**src/rtl/egcd_pkg.sv**
```systemverilog
// Package for the extended GCD block: widths, tdata layout and the
// result type of the divide step unit. No dependencies.
package egcd_pkg;

  // Width of the signed coefficient datapath; coefficients wrap at this width.
  localparam int DATA_WIDTH = 32;

  // Operand and remainder width, and width of each output coefficient field.
  localparam int OPND_W = 31;
  localparam int COEF_W = 32;

  // Coefficients are sign-extended to this width before the low COEF_W bits go out.
  localparam int EXT_W = (DATA_WIDTH > COEF_W) ? DATA_WIDTH : COEF_W;

  // Bit counter of the divider: counts OPND_W quotient bits.
  localparam int CNT_W = $clog2(OPND_W);

  // Stream payload widths, padded to whole bytes.
  localparam int IN_TDATA_W  = ((2 * OPND_W + 7) / 8) * 8;
  localparam int OUT_TDATA_W = ((2 * COEF_W + OPND_W + 7) / 8) * 8;

  // Outputs of one quotient step: remainder and quotient times the coefficients.
  typedef struct packed {
    logic [OPND_W-1:0]     rem;
    logic [DATA_WIDTH-1:0] qs;
    logic [DATA_WIDTH-1:0] qt;
  } div_res_t;

endpackage

```
**src/rtl/egcd_divstep.sv**
```systemverilog
// Restoring divider for one quotient step of the extended GCD block. Along
// with the quotient bits it accumulates quotient * cs and quotient * ct.
// Depends on egcd_pkg.
module egcd_divstep
  import egcd_pkg::*;
(
  input  logic                  clk_i,
  input  logic                  rst_ni,
  input  logic                  start_i,
  input  logic [OPND_W-1:0]     dividend_i,
  input  logic [OPND_W-1:0]     divisor_i,
  input  logic [DATA_WIDTH-1:0] cs_i,
  input  logic [DATA_WIDTH-1:0] ct_i,
  output logic                  done_o,
  output div_res_t              res_o
);

  logic                  busy_q;
  logic                  done_q;
  logic [CNT_W-1:0]      cnt_q;
  logic [OPND_W-1:0]     rem_q, rem_d;
  logic [OPND_W-1:0]     quo_q, quo_d;
  logic [DATA_WIDTH-1:0] qs_q, qs_d;
  logic [DATA_WIDTH-1:0] qt_q, qt_d;
  logic [OPND_W:0]       trial;
  logic                  fits;

  // One quotient bit per cycle, MSB first. The coefficient products are
  // built the same way (shift, then add when the bit is set), modulo 2^DATA_WIDTH.
  always_comb begin
    trial = {rem_q, quo_q[OPND_W-1]};
    fits  = (trial >= {1'b0, divisor_i});
    rem_d = fits ? OPND_W'(trial - {1'b0, divisor_i}) : trial[OPND_W-1:0];
    quo_d = {quo_q[OPND_W-2:0], fits};
    qs_d  = {qs_q[DATA_WIDTH-2:0], 1'b0} + (fits ? cs_i : '0);
    qt_d  = {qt_q[DATA_WIDTH-2:0], 1'b0} + (fits ? ct_i : '0);
  end

  always_ff @(posedge clk_i or negedge rst_ni) begin
    if (!rst_ni) begin
      busy_q <= 1'b0;
      done_q <= 1'b0;
      cnt_q  <= '0;
    end else begin
      done_q <= busy_q && !start_i && (cnt_q == '0);
      if (start_i) begin
        busy_q <= 1'b1;
        cnt_q  <= CNT_W'(OPND_W - 1);
      end else if (busy_q) begin
        cnt_q <= cnt_q - 1'b1;
        if (cnt_q == '0) begin
          busy_q <= 1'b0;
        end
      end
    end
  end

  always_ff @(posedge clk_i) begin
    if (start_i) begin
      rem_q <= '0;
      quo_q <= dividend_i;
      qs_q  <= '0;
      qt_q  <= '0;
    end else if (busy_q) begin
      rem_q <= rem_d;
      quo_q <= quo_d;
      qs_q  <= qs_d;
      qt_q  <= qt_d;
    end
  end

  assign done_o    = done_q;
  assign res_o.rem = rem_q;
  assign res_o.qs  = qs_q;
  assign res_o.qt  = qt_q;

endmodule

```
**src/rtl/extended_gcd_top.sv**
```systemverilog
// Top level of the extended GCD block: stream ports, step sequencer and
// output register. Depends on egcd_pkg and egcd_divstep.
//
// Usage:
// An item on the slave channel (s_axis) carries operand_a and operand_b.
// For each item exactly one item leaves on the master channel (m_axis):
// coeff_s, coeff_t and divisor, with coeff_s * a + coeff_t * b = divisor.
// A zero operand_b gives coeff_s = 1, coeff_t = 0, divisor = operand_a.
// Each quotient step of the Euclidean loop runs on the shared restoring
// divider, one quotient bit per cycle, followed by the coefficient update.
// An item needs up to 45 steps, and none when operand_b is zero: such an
// item goes straight to the output register. The sequencer returns to idle
// for the next item as its result is loaded into the output register.
// One item is worked on at a time; s_axis_tready is high while the
// sequencer is idle. A finished result waits in the output register, and
// the next item is accepted meanwhile; if the receiver still stalls when
// that item is done, the sequencer holds until the register is free.
// Reset clears the sequencer and the output valid; no item is kept.
module extended_gcd_top
  import egcd_pkg::*;
(
  input  logic                   clk_i,
  input  logic                   rst_ni,
  input  logic                   s_axis_tvalid,
  output logic                   s_axis_tready,
  // Fields from bit 0 up: operand_a (31), operand_b (31), zero padding.
  input  logic [IN_TDATA_W-1:0]  s_axis_tdata,
  output logic                   m_axis_tvalid,
  input  logic                   m_axis_tready,
  // Fields from bit 0 up: coeff_s (32), coeff_t (32), divisor (31), zero padding.
  output logic [OUT_TDATA_W-1:0] m_axis_tdata
);

  typedef enum logic [1:0] {
    ST_IDLE,
    ST_RUN,
    ST_DONE
  } state_e;

  state_e                state_q;
  logic                  start_q;
  logic                  out_valid_q;
  logic [OPND_W-1:0]     prev_r_q, cur_r_q;
  logic [DATA_WIDTH-1:0] prev_s_q, cur_s_q;
  logic [DATA_WIDTH-1:0] prev_t_q, cur_t_q;
  logic [COEF_W-1:0]     out_s_q, out_t_q;
  logic [OPND_W-1:0]     out_g_q;

  logic                  in_acc;
  logic                  out_free;
  logic [OPND_W-1:0]     in_a, in_b;
  logic                  div_done;
  div_res_t              div_res;
  logic [EXT_W-1:0]      ext_s, ext_t;

  assign in_a     = s_axis_tdata[OPND_W-1:0];
  assign in_b     = s_axis_tdata[2*OPND_W-1:OPND_W];
  assign in_acc   = s_axis_tvalid && s_axis_tready;
  assign out_free = !out_valid_q || m_axis_tready;

  // Coefficients wrap at DATA_WIDTH and are sign-extended to the output field.
  assign ext_s = EXT_W'($signed(prev_s_q));
  assign ext_t = EXT_W'($signed(prev_t_q));

  egcd_divstep u_divstep (
    .clk_i      (clk_i),
    .rst_ni     (rst_ni),
    .start_i    (start_q),
    .dividend_i (prev_r_q),
    .divisor_i  (cur_r_q),
    .cs_i       (cur_s_q),
    .ct_i       (cur_t_q),
    .done_o     (div_done),
    .res_o      (div_res)
  );

  always_ff @(posedge clk_i or negedge rst_ni) begin
    if (!rst_ni) begin
      state_q     <= ST_IDLE;
      start_q     <= 1'b0;
      out_valid_q <= 1'b0;
    end else begin
      start_q <= (state_q == ST_IDLE && in_acc && in_b != '0) ||
                 (state_q == ST_RUN && div_done && div_res.rem != '0);
      if (state_q == ST_DONE && out_free) begin
        out_valid_q <= 1'b1;
      end else if (m_axis_tready) begin
        out_valid_q <= 1'b0;
      end
      case (state_q)
        ST_IDLE: begin
          if (in_acc) begin
            if (in_b == '0) begin
              state_q <= ST_DONE;
            end else begin
              state_q <= ST_RUN;
            end
          end
        end
        ST_RUN: begin
          if (div_done && div_res.rem == '0) begin
            state_q <= ST_DONE;
          end
        end
        ST_DONE: begin
          if (out_free) begin
            state_q <= ST_IDLE;
          end
        end
        default: begin
          state_q <= ST_IDLE;
        end
      endcase
    end
  end

  // Euclid state and the output register carry no reset.
  always_ff @(posedge clk_i) begin
    if (state_q == ST_IDLE && in_acc) begin
      prev_r_q <= in_a;
      cur_r_q  <= in_b;
      prev_s_q <= DATA_WIDTH'(1);
      cur_s_q  <= '0;
      prev_t_q <= '0;
      cur_t_q  <= DATA_WIDTH'(1);
    end else if (state_q == ST_RUN && div_done) begin
      prev_r_q <= cur_r_q;
      cur_r_q  <= div_res.rem;
      prev_s_q <= cur_s_q;
      cur_s_q  <= prev_s_q - div_res.qs;
      prev_t_q <= cur_t_q;
      cur_t_q  <= prev_t_q - div_res.qt;
    end
    if (state_q == ST_DONE && out_free) begin
      out_s_q <= ext_s[COEF_W-1:0];
      out_t_q <= ext_t[COEF_W-1:0];
      out_g_q <= prev_r_q;
    end
  end

  assign s_axis_tready = (state_q == ST_IDLE);
  assign m_axis_tvalid = out_valid_q;
  assign m_axis_tdata  = OUT_TDATA_W'({out_g_q, out_t_q, out_s_q});

endmodule

```
**config.mk**
```make
export PLATFORM = sky130hd
export DESIGN_NAME = extended_gcd_top
export DESIGN_NICKNAME = d
export VERILOG_FILES = /design/src/rtl/egcd_pkg.sv /design/src/rtl/egcd_divstep.sv /design/src/rtl/extended_gcd_top.sv
export SDC_FILE = /design/constraint.sdc
export NUM_CORES = 1
export LEC_CHECK = 0
export BUFFER_PORTS_ARGS = -buffer_cell sky130_fd_sc_hd__buf_2
export CORE_MARGIN = 1.5
export CORE_UTILIZATION = 50
export DETAILED_ROUTE_END_ITERATION = 16
export HOLD_SLACK_MARGIN = 0.02
export PLACE_DENSITY = 0.68
export SKIP_LAST_GASP = 1
export SYNTH_ARGS = -nofsm -noshare
export SYNTH_HDL_FRONTEND = slang
export SYNTH_SLANG_ARGS = --single-unit
```
**constraint.sdc**
```tcl
create_clock -name clk_i -period 10.2 [get_ports clk_i]
set_input_delay 2.04 -clock clk_i [delete_from_list [all_inputs] [get_ports clk_i]]
set_output_delay 2.04 -clock clk_i [all_outputs]
set_load 0.01 [all_outputs]
```
Yosys cells after proc, flatten, opt, wreduce, memory -nomap -nowiden
Cells that the tools add are included.

cells by class
  add/sub/neg operators = 6
  magnitude comparators = 1
  eq/ne operators = 5
  multiplexer cells = 21
  reductions and logical operators = 23

operators by type and width
  operator               count
  $mux W31               7
  $add A32 B32 Y32       2
  $mux W32               2
  $sub A32 B32 Y32       2
  $logic_not A31 Y1      2
  $reduce_bool A31 Y1    2
  $ge A32 B31 Y1         1
  $sub A31 B31 Y31       1
  $mux W5                2
  $logic_and A1 B1 Y1    9
  $mux W2                4
  $pmux W2 S3            1
  $reduce_bool A2 Y1     3
  $logic_not A5 Y1       1
  $mux W1                5
  $sub A5 B1 Y5 const B  1
  $ne A2 B1 Y1 const B   2
  $reduce_and A3 Y1      1
  $eq A2 B1 Y1 const B   1
  $eq A2 B2 Y1 const B   1
  $logic_not A1 Y1       2
  $logic_not A2 Y1       1
  $logic_or A1 B1 Y1     2
  $ne A2 B2 Y1 const B   1

word-level totals
  bits in registers = 422
  input bits = 68
  output and inout bits = 98
  logic and storage cells = 75

Depth between registers and ports, before layout
Gate-level depths: netlist (run 1).

  depth after elaboration = 5
  depth in mapped cells = 24
  mapped depth without buffers = 21

Cells and area by module
Synthesis (run 1) repeated with hierarchy kept, for this count alone.

second synthesis, totals
  cell total of the unflattened synthesis = 2688
  area, all modules = 23832.9 um2

by module, submodules not included
  module            times used  cells each  area each (um2)  seq. area each (um2)
  extended_gcd_top  1           1420        13431.6          7377.1
  egcd_divstep      1           1268        10401.2          3007.9

Least setup slack after synthesis (run 1)
OpenSTA, ideal clock, no wires.

  kind = in2reg
  start = input port m_axis_tready
  end = register out_g_q[0] (enable)
  setup time = 561 ps
  arrival time = 6377 ps
  required time = 9639 ps
  slack = 3263 ps
  stages on the path = 2
  path buffers = 0
  path through = nand2b_1 -> nor2b_1

on the way
  cells in the longest elaborated chain, start to end = 2

RTL lines
  element               line                     RTL
  start, declared       extended_gcd_top.sv:29   input logic m_axis_tready,
  $logic_or A1 B1 Y1    extended_gcd_top.sv:59   assign out_free = !out_valid_q || m_axis_tready;
  $logic_and A1 B1 Y1   extended_gcd_top.sv:134  if (state_q == ST_DONE && out_free) begin
  end signal, assigned  extended_gcd_top.sv:137  out_g_q <= prev_r_q;
  end, declared         extended_gcd_top.sv:47   logic [OPND_W-1:0] out_g_q;

Every way passes these cells.
A chain may end at the register's enable or synchronous reset.

Final worst setup path (run 1)
  start = register cur_r_q[0]
  end = register u_divstep.qs_q[30]

on the way
  cells in the longest elaborated chain, start to end = 3

RTL lines
  element                 line                     RTL
  start, declared         extended_gcd_top.sv:43   logic [OPND_W-1:0] prev_r_q, cur_r_q;
  start signal, assigned  extended_gcd_top.sv:121  cur_r_q <= in_b;
  start signal, assigned  extended_gcd_top.sv:128  cur_r_q <= div_res.rem;
  $ge A32 B31 Y1          egcd_divstep.sv:32       fits = (trial >= {1'b0, divisor_i});
  $mux W32                egcd_divstep.sv:35       qs_d = {qs_q[DATA_WIDTH-2:0], 1'b0} + (fits ? cs_i : '0);
  $add A32 B32 Y32        egcd_divstep.sv:35
  end signal, assigned    egcd_divstep.sv:67       qs_q <= qs_d;
  end, declared           egcd_divstep.sv:23       logic [DATA_WIDTH-1:0] qs_q, qs_d;

Every way passes these cells.

==> results.json, run 1 <==
{
  "final_common_cell": "nand2_1",
  "timing.slew.headroom_pct": 20.5,
  "rr_startpoint": "cur_r_q[0]$_DFFE_PP_",
  "gr-usage-met3_pct": 3.34,
  "cp-end-kind": "flop",
  "p_seq_share_pct": 51.0,
  "gp_congestion": 0.900,
  "skew_ps": 16.8,
  "cts.htree.levels": 2,
  "cts_tree": "built",
  "fin_crit_sh_pct": 58.6,
  "dieArea_um2": 47700,
  "synth_nets": 2753,
  "crit_buf_inv": 1,
  "critical_path.max_fanout": 59,
  "hold_class": "reg2reg",
  "via_per_inst": 5.61,
  "cts_setup_buffers": 0,
  "cts_buffers": 46,
  "num-nets-final": 2870,
  "cts_resized": 0,
  "worst_pin_slew_ps": 1190,
  "hold_viol": 0,
  "core_area_um2": 45600,
  "die_w_um": 219,
  "cts_root_buffer": "clkbuf_16",
  "grt_max_degree": 106,
  "io_buffers": 162,
  "dpl_cell_area_um2": 24500,
  "ant_nets": 0,
  "fillers": 4024,
  "cp-endpoint": "u_divstep.qs_q[30]$_SDFFE_PP0P_",
  "yosys_register_bits": 422,
  "first_pass_iters": 5,
  "hold-worst-slack_ps": 444,
  "synth_largest_area_cell": "edfxtp_1",
  "postSynthAreaPerCell_um2": 9.20,
  "gr-usage-met2_pct": 39.7,
  "path_class": "reg2reg",
  "crit_arrival_ps": 6500,
  "drive_gt1_share_pct": 11.2,
  "final_area_um2": 26000,
  "grt.busiest_layer": "met2",
  "io_pins": 166,
  "grt_overflow": 0,
  "cap_viol_max_count": 0,
  "grt_pass1_wl_mm": 90.9,
  "insertion_delay_ps": 590,
  "rsz0062_at_grt": "no",
  "drtIter0Drc": 1233,
  "dp_hpwl_mm": 39.0,
  "vias": 18400,
  "slew_viol_final": 0,
  "critPathLaunch": "cur_r_q[0]$_DFFE_PP_",
  "yosysWarnings": 0,
  "peakVddDrop_mv": 0.108,
  "cts_hold_buf": 0,
  "cp_cell_sequence": "ha_1, fa_1, nor2b_1, o2111ai_1, and3_1, or2_2, a211oi_1, or3_4, buf_4, and2_1, ha_1, a21oi_1, nand2_1, a21oi_1, o21ai_0, a21o_1, a31oi_1, o21ai_0, or3_1, nand3_1",
  "cp_num_cells": 20,
  "ys_seq_area_share_pct": 44.7,
  "ff2ff_path_depth": 20,
  "finalCriticalPeriod_ps": 5980,
  "drt-total-wl_mm": 56.5,
  "clkTransAtPathRegs_ps": 60,
  "synth_top_area_share_pct": 24.3,
  "cpMaxStageDelayCell": "buf_4",
  "groute.usage.overall_pct": 23.5,
  "synthCells": 2525,
  "r2r-end": "u_divstep.qs_q[30]$_SDFFE_PP0P_",
  "p_clk_share_pct": 48.4,
  "cts_buffer_depth": 3,
  "p_switching_mw": 0.695,
  "cp-start-kind": "flop",
  "fp.dieH_um": 219,
  "intPower_mw": 2.74,
  "r2r_setup_slack_ps": 4220,
  "sw_frac_of_total_pct": 20.3,
  "grt_pass1_vias": 17700,
  "synth_edf_count": 188,
  "status": "finished clean",
  "cellPowerDensity_nw_per_um2": 132,
  "async_flop_share_pct": 2.61,
  "synth_cell_type_count": 76,
  "wl_per_cell_um": 17.2,
  "fmax_mhz": 167,
  "area_delta_synth_final_pct": 11.9,
  "setup_viol": 0,
  "final_cell_mix": "nand2_1, dfxtp_1, a21oi_1",
  "synth.area.top_cells": "edfxtp_1, dfxtp_1, ha_1",
  "power_frac_comb_pct": 0.6,
  "clock_sinks": 422,
  "ys.flop_type": "dfxtp_1",
  "synth_area_um2": 23200,
  "initial_core_util_pct": 50.9,
  "max_stage_delay_ps": 610,
  "use_met1_pct": 31.1,
  "fin_util_pct": 57.0,
  "crit_family": "simple AND/OR/NAND/NOR gates",
  "required_ps": 10720,
  "rows": 78,
  "leakage_nw": 11.9,
  "drc_errors": 0,
  "antenna_found_initial": 1,
  "fin_tns_setup_ps": 0
}
stage by stage:
stage	std cells	total power [mW]	setup slack (ps)
global placement	3194	1.81	4380
global route	3280	3.53	3800
finish	3280	3.43	4220
floorplan	2525	1.79	3260
CTS	3279	3.46	4250
detailed placement	3194	1.81	4290
power by group through the flow:
| stage | registers (mW) | logic [mW] | clock network [mW] |
|---|---|---|---|
| global placement | 1.79 | 0.0192 | 0 |
| global route | 1.75 | 0.0205 | 1.76 |
| CTS | 1.75 | 0.0192 | 1.69 |
| detailed placement | 1.79 | 0.0191 | 0 |
| finish | 1.75 | 0.0191 | 1.66 |
| floorplan | 1.79 | 0.00138 | 0 |
kinds of logic after synthesis:
| family | count (synthesis) | synth area share, % |
|---|---|---|
| other | 1 | 0.0161 |
| muxes | 75 | 3.40 |
| buffers and inverters | 246 | 4.13 |
| and+or+nand+nor | 813 | 15.9 |
| DFF | 422 | 44.7 |
| AOI/OAI and AO/OA | 673 | 17.9 |
| adders and majority gates | 160 | 8.78 |
| xor gates and xnor gates | 135 | 5.15 |
synthesized netlist by cell type, drive strengths merged (5+ instances only):
master   instances
nand4           22
edfxtp         188
a31oi           17
and4             9
dfxtp          223
a21oi          220
a31o             5
or3              6
fa               5
xnor2           82
ha             155
o31ai           10
a21o            86
o21ai          161
nand3           39
dfrtp           11
buf             21
o21bai          22
nand2b          22
nor2           128
a211oi          40
nor4            18
and2            68
and3            12
mux2i           44
o2111ai          6
nand3b           9
or2              6
o22ai           24
o211ai          13
inv            139
o21a            19
nand2          424
mux2            31
clkbuf          86
nor2b           10
nor3            29
xor2            52
area by class of cell:
| cell class | instances | area (µm²) | area share (%) |
|---|---|---|---|
| timing repair buffer | 176 | 916 | 3.52 |
| multi-input combinational | 1857 | 11900 | 45.8 |
| sequential | 422 | 10400 | 40.0 |
| clock buffer | 74 | 1420 | 5.46 |
| clock inverter | 11 | 85.1 | 0.327 |
| tap | 600 | 751 | 2.89 |
| antenna | 1 | 2.50 | 0.00963 |
| inverter | 139 | 522 | 2.01 |
how the worst min path moves through the flow:
stage,to,start,cells after the start
2_1_floorplan,out_s_q[0]$_DFFE_PP_,ext_s[0]$_SDFFE_PP1P_,0
3_3_place_gp,out_s_q[0]$_DFFE_PP_,ext_s[0]$_SDFFE_PP1P_,0
3_5_place_dp,out_s_q[0]$_DFFE_PP_,ext_s[0]$_SDFFE_PP1P_,0
4_1_cts,out_s_q[0]$_DFFE_PP_,ext_s[0]$_SDFFE_PP1P_,0
5_1_grt,out_g_q[9]$_DFFE_PP_,prev_r_q[9]$_DFFE_PP_,0
6_report,out_g_q[9]$_DFFE_PP_,prev_r_q[9]$_DFFE_PP_,0
flip-flops by register name (all words and copies together), names as in the netlist, 2 cells and up:
name / cells
u_divstep.rem_q: 31
ext_t: 32
u_divstep.cnt_q: 5
ext_s: 32
cur_r_q: 31
cur_s_q: 32
u_divstep.qt_q: 32
prev_r_q: 31
u_divstep.quo_q: 31
u_divstep.qs_q: 32
out_s_q: 32
cur_t_q: 32
state_q: 2
out_t_q: 32
out_g_q: 31
routing by layer:
metal,routed length [µm],vias to the layer above
li1,-,9194
met1,25800,8672
met2,26500,436
met3,2820,97
met4,1390,0
met5,0,-
No activity file was read; power rests on OpenSTA's default activity.
==> inputs of run 2 (changes only) <==
ABC_AREA = 1   (was unset)
PLACE_DENSITY = 0.71   (was 0.68)
clock period = 5.5 ns   (was 10.2 ns; I/O delays follow)
==> run 2 against run 1 <==
Compared with the run above:
- core utilization shrank 0.45 points
- area after synthesis grew 6.5%
- clock power grew 84%
- critical path type unchanged
==> results.json, run 2 <==
{
  "synth_area_um2": 24700,
  "cts_root_buffer": "clkbuf_16",
  "rr_startpoint": "u_divstep.quo_q[30]$_DFFE_PP_",
  "synth_top_area_share_pct": 22.8,
  "cts.htree.levels": 2,
  "synth_commonest_cells": "nand2_1, inv_1, o21ai_0",
  "cts_buffer_depth": 3,
  "cts_hold_buf": 0,
  "drt-total-wl_mm": 67.2,
  "dp.cells": 4043,
  "crit_family": "simple AND/OR/NAND/NOR gates",
  "cpMaxStageDelayCell": "edfxtp_1",
  "post-place-ws_ps": 1220,
  "grt_overflow": 0,
  "die_w_um": 225,
  "via_per_inst": 5.32,
  "hold_class": "in2async",
  "num-nets-final": 3655,
  "p_clk_share_pct": 48.1,
  "final_common_cell": "nand2_1",
  "peakVddDrop_mv": 0.187,
  "io_buffers": 162,
  "initial_core_util_pct": 50.6,
  "slew_viol_final": 0,
  "rows": 81,
  "cp-start-kind": "flop",
  "fin_crit_sh_pct": 80.7,
  "ys.flop_type": "dfxtp_1",
  "antenna_found_initial": 3,
  "first_pass_iters": 5,
  "insertion_delay_ps": 610,
  "wl_per_cell_um": 16.3,
  "groute.usage.overall_pct": 26.5,
  "leakage_nw": 13.1,
  "status": "finished clean",
  "setup_viol": 0,
  "cts_tree": "built",
  "hold_viol": 0,
  "grt_max_degree": 103,
  "dieArea_um2": 50800,
  "cts_resized": 0,
  "postSynthAreaPerCell_um2": 7.50,
  "clkTransAtPathRegs_ps": 60,
  "synth_largest_area_cell": "edfxtp_1",
  "synth_edf_count": 188,
  "final_cell_mix": "nand2_1, inv_1, o21ai_0",
  "dp_hpwl_mm": 50.9,
  "io_pins": 166,
  "critical_path.max_fanout": 36,
  "synth.area.top_cells": "edfxtp_1, dfxtp_1, nand2_1",
  "yosys_register_bits": 422,
  "core_area_um2": 48800,
  "clock_sinks": 422,
  "finalCriticalPeriod_ps": 4440,
  "crit_arrival_ps": 4920,
  "cp-end-kind": "flop",
  "ys_seq_area_share_pct": 42.0,
  "cts_setup_buffers": 0,
  "cts_buffers": 46,
  "area_delta_synth_final_pct": 11.8,
  "yosysWarnings": 0,
  "p_switching_mw": 1.36,
  "synth_cell_type_count": 50,
  "rsz0062_at_grt": "no",
  "p_seq_share_pct": 51.2,
  "cellPowerDensity_nw_per_um2": 229,
  "power_frac_comb_pct": 0.6,
  "critPathLaunch": "u_divstep.quo_q[30]$_DFFE_PP_",
  "cap_viol_max_count": 0,
  "drtIter0Drc": 1404,
  "path_class": "reg2reg",
  "crit_buf_inv": 4,
  "critPathMostFrequentCell": "nand2_1",
  "fmax_mhz": 225,
  "intPower_mw": 4.98,
  "drc_errors": 0,
  "skew_ps": 36.0,
  "gp_congestion": 0.981,
  "worst_slack_ps": 1060,
  "dpl_cell_area_um2": 26100,
  "grt_pass1_vias": 20700,
  "timing.slew.headroom_pct": 29.9,
  "sw_frac_of_total_pct": 21.4,
  "synthCells": 3296,
  "grt_pass1_wl_mm": 107,
  "final_area_um2": 27600,
  "fin_tns_setup_ps": 0,
  "drive_gt1_share_pct": 8.11,
  "final_cell_count_no_fill": 4131,
  "async_flop_share_pct": 2.61,
  "ant_nets": 0,
  "required_ps": 5990,
  "hold-worst-slack_ps": 378,
  "worst_pin_slew_ps": 1050,
  "max_stage_delay_ps": 420,
  "fp.dieH_um": 225,
  "synth_nets": 3524,
  "vias": 22000,
  "yosysMostFrequentCell": "nand2_1"
}
## run 2: cell types whose count changed in the layout (fill, tap and decap cells not counted), sizes merged, moves of 68 or more
cell,before,now
inv,141,453
nor2,128,304
o21ai,161,373
a21o,86,13
a21oi,220,310
nand2,424,753
nand3,39,133
and2,68,0
## run 2: cell type report
cell class              count  area (µm²)
well taps                 664         831
clock buffers              56        1240
inverters                 454        1710
flip-flops and latches    422       10400
clock inverters            30         270
fillers                  4719       21200
repair buffers            178         943
multi-input cells        2325       12300
diodes                      2        5.00
## run 2: final timing paths
| path | to | slack, ps | cells past startpoint |
|---|---|---|---|
| worst max-delay path | u_divstep.qt_q[31]$_SDFFE_PP0P_ | 1060 | 25 |
| worst min-delay path | u_divstep.busy_q$_DFF_PN0_ | 380 | 1 |
| worst max register to register | u_divstep.qt_q[31]$_SDFFE_PP0P_ | 1060 | 25 |
| worst min register to register | out_t_q[0]$_DFFE_PP_ | 430 | 0 |
| max in group asynchronous | u_divstep.cnt_q[0]$_DFFE_PN0P_ | 4870 | 1 |
| min in group clk_i | out_t_q[0]$_DFFE_PP_ | 430 | 0 |
## run 2: cell families (layout without fill, tap and decap cells)
| family | Yosys count | count (layout) | synth area share (%) |
|---|---|---|---|
| AND/OR/NAND/NOR | 1287 | 1287 | 21.2 |
| AO/OA/AOI/OAI | 820 | 820 | 18.0 |
| buffers and inverters | 549 | 718 | 8.57 |
| flip-flops | 422 | 422 | 42.0 |
| adder cells (fa/ha/maj) | 160 | 160 | 8.25 |
| XOR/XNOR | 57 | 57 | 2.02 |
| other | 1 | 3 | 0.0152 |
## run 2: metrics by stage
step	utilization, %	power, mW
3_3_place_gp	53.5	3.36
4_1_cts	56.6	6.40
2_1_floorplan	-	3.32
5_1_grt	56.6	6.51
6_report	56.6	6.34
3_5_place_dp	53.5	3.36
## run 2: power groups by stage
stage	combinational, mW	clock (mW)	sequential, mW
6_report	0.0412	3.05	3.25
3_3_place_gp	0.0406	0	3.32
2_1_floorplan	0.00662	0	3.32
3_5_place_dp	0.0407	0	3.32
5_1_grt	0.0437	3.22	3.25
4_1_cts	0.0409	3.12	3.25
## run 2: layer usage
metal / GRT usage [%] / wire length [µm] / vias up
met5: 0 / 13 / -
met4: 11.1 / 2530 / 2
met3: 3.14 / 3170 / 136
met2: 43.1 / 30700 / 515
met1: 35.8 / 30800 / 10100
li1: - / - / 11200
==> inputs of run 3 (changes only) <==
clock period = 3.7 ns   (was 5.5 ns; I/O delays follow)
==> run 3 against run 2 <==
Compared with the run above:
- global-route usage rose by 0.89 points
- critical endpoint is now u_divstep.qt_q[28]$_SDFFE_PP0P_
- fmax is 21% higher
- sequential share of layout area shrank 2.7 points
==> results.json, run 3 (synthesized netlist as in run 2, its figures left out) <==
{
  "setup_viol": 0,
  "drive_gt1_share_pct": 17.0,
  "cts_root_buffer": "clkbuf_16",
  "regArea_um2": 10400,
  "io_pins": 166,
  "cts_buffers": 46,
  "initial_core_util_pct": 50.6,
  "core_area_um2": 48800,
  "cts.htree.levels": 2,
  "path_class": "reg2reg",
  "fp.dieH_um": 225,
  "cts_tree": "built",
  "cp-start-kind": "flop",
  "worst_pin_slew_ps": 937,
  "num-nets-final": 3856,
  "die_w_um": 225,
  "io_buffers": 162,
  "skew_ps": 16.3,
  "hold_class": "reg2reg",
  "drc_errors": 0,
  "r2r-end": "u_divstep.qt_q[28]$_SDFFE_PP0P_",
  "hold_viol": 0,
  "wl_per_cell_um": 16.4,
  "fin_crit_sh_pct": 98.9,
  "drt-total-wl_mm": 71.0,
  "leakage_nw": 14.3,
  "dpl_cell_area_um2": 27500,
  "critical_path.max_fanout": 8,
  "slew_viol_final": 0,
  "peakVddDrop_mv": 0.320,
  "min-delay-start": "ext_t[0]$_SDFFE_PP0P_",
  "timing.slew.headroom_pct": 37.5,
  "ff2ff_path_depth": 27,
  "grt_pass1_vias": 21400,
  "finalCriticalPeriod_ps": 3660,
  "cap_viol_max_count": 0,
  "antenna_found_initial": 2,
  "via_per_inst": 5.28,
  "grt_pass1_wl_mm": 110,
  "r2r_setup_slack_ps": 40,
  "grt_overflow": 0,
  "rows": 81,
  "vias": 22900,
  "groute.usage.overall_pct": 27.4,
  "rsz0062_at_grt": "yes",
  "fmax_mhz": 273,
  "hold_end": "out_t_q[0]$_DFFE_PP_",
  "cts_buffer_depth": 3,
  "final_cell_mix": "nand2_1, inv_1, o21ai_0",
  "multiInputGateArea_um2": 12800,
  "grt_max_degree": 79,
  "rr_startpoint": "u_divstep.quo_q[30]$_DFFE_PP_",
  "dieArea_um2": 50800,
  "drtIter0Drc": 1805,
  "clkTransAtPathRegs_ps": 60,
  "cellPowerDensity_nw_per_um2": 321,
  "min_path_cells": 0,
  "cp-end-kind": "flop",
  "clock_sinks": 422,
  "dp_hpwl_mm": 53.7,
  "insertion_delay_ps": 600,
  "first_pass_iters": 5,
  "required_ps": 4180,
  "final_common_cell": "nand2_1",
  "gp_congestion": 0.978,
  "area_delta_synth_final_pct": 20.4,
  "fin_tns_setup_ps": 0,
  "ant_nets": 0,
  "final_area_um2": 29800,
  "status": "finished clean",
  "fillers": 4520,
  "crit_arrival_ps": 4140
}
==> run 3: cell types whose count changed in the layout (fill, tap and decap cells not counted), moves of 25 or more <==
cell and delta:
nor2_1 -26, o21ai_1 +33, nand2_2 +25, a21oi_2 +43
o21ai_0 -45, nand2_1 -25, a21oi_1 -43, buf_4 +194
==> run 3: power by group <==
| group | switching, mW | internal, mW |
|---|---|---|
| Clock | 2.01 | 2.66 |
| Sequential | 0.0000000000000000200 | 4.83 |
| Combinational | 0.0346 | 0.0277 |
==> run 3: worst max-delay path, stage by stage (launching register included) <==
cell and delay [ps]:
edfxtp_1 410, inv_1 90, ha_2 180, fa_2 200
inv_1 50, nand2_1 60, nand2_2 70, nand3_1 90
nand2_2 80, nand2_2 80, nand3_2 90, nand2_2 90
nand2_4 70, inv_8 110, buf_12 150, nor2_1 50
ha_1 370, nand2_1 100, inv_2 80, buf_4 100
nand4_1 90, o211ai_1 340, buf_4 180, nand2_1 40
o211ai_1 140, nand2_1 80, nand2_1 60, o21ai_0 70
==> run 3: layer usage <==
layer,wire length (µm),GRT usage [%],vias up
met5,0,0,-
met4,2480,9.46,0
met3,3360,2.97,132
met2,33100,45.9,570
met1,32100,36.8,10500
li1,-,-,11600
==> run 3: area by class of cell <==
| class | count | area share (%) |
|---|---|---|
| clock inverter | 35 | 1.18 |
| clock buffer | 51 | 3.93 |
| antenna | 2 | 0.0168 |
| multi-input combinational | 2325 | 42.9 |
| tap | 664 | 2.79 |
| inverter | 454 | 5.76 |
| sequential | 422 | 34.9 |
| timing repair buffer | 379 | 8.52 |
==> run 3: through the flow <==
step | total power, mW | setup slack, ps | cells | hold slack (ps) | utilization (%)
2_1_floorplan | 4.94 | 20.9 | 3296 | 408 | -
3_3_place_gp | 4.99 | -99.9 | 4226 | 412 | 56.4
3_5_place_dp | 4.99 | -197 | 4226 | 416 | 56.4
4_1_cts | 9.63 | -42.8 | 4314 | 409 | 59.7
5_1_grt | 9.80 | -173 | 4332 | 443 | 61.0
6_report | 9.56 | 41.5 | 4332 | 429 | 61.0
==> run 3: how the worst max path moves through the flow <==
stage	start	endpoint
2_1_floorplan	m_axis_tready	out_g_q[0]$_DFFE_PP_
3_3_place_gp	cur_r_q[0]$_DFFE_PP_	u_divstep.qs_q[25]$_SDFFE_PP0P_
3_5_place_dp	cur_r_q[0]$_DFFE_PP_	u_divstep.qs_q[25]$_SDFFE_PP0P_
4_1_cts	cur_r_q[0]$_DFFE_PP_	u_divstep.qs_q[25]$_SDFFE_PP0P_
5_1_grt	cur_r_q[0]$_DFFE_PP_	u_divstep.qs_q[31]$_SDFFE_PP0P_
6_report	u_divstep.quo_q[30]$_DFFE_PP_	u_divstep.qt_q[28]$_SDFFE_PP0P_
==> run 3: repair_timing <==
item / in CTS / in global routing
cloned: 0 / 2
endpoints found under the hold margin: 11 / 0
buffers inserted: 1 / 14
gates resized for setup: 23 / 176
hold buffers: 1 / 0
pin swaps: 2 / 44
endpoints found under the setup margin: 36 / 49
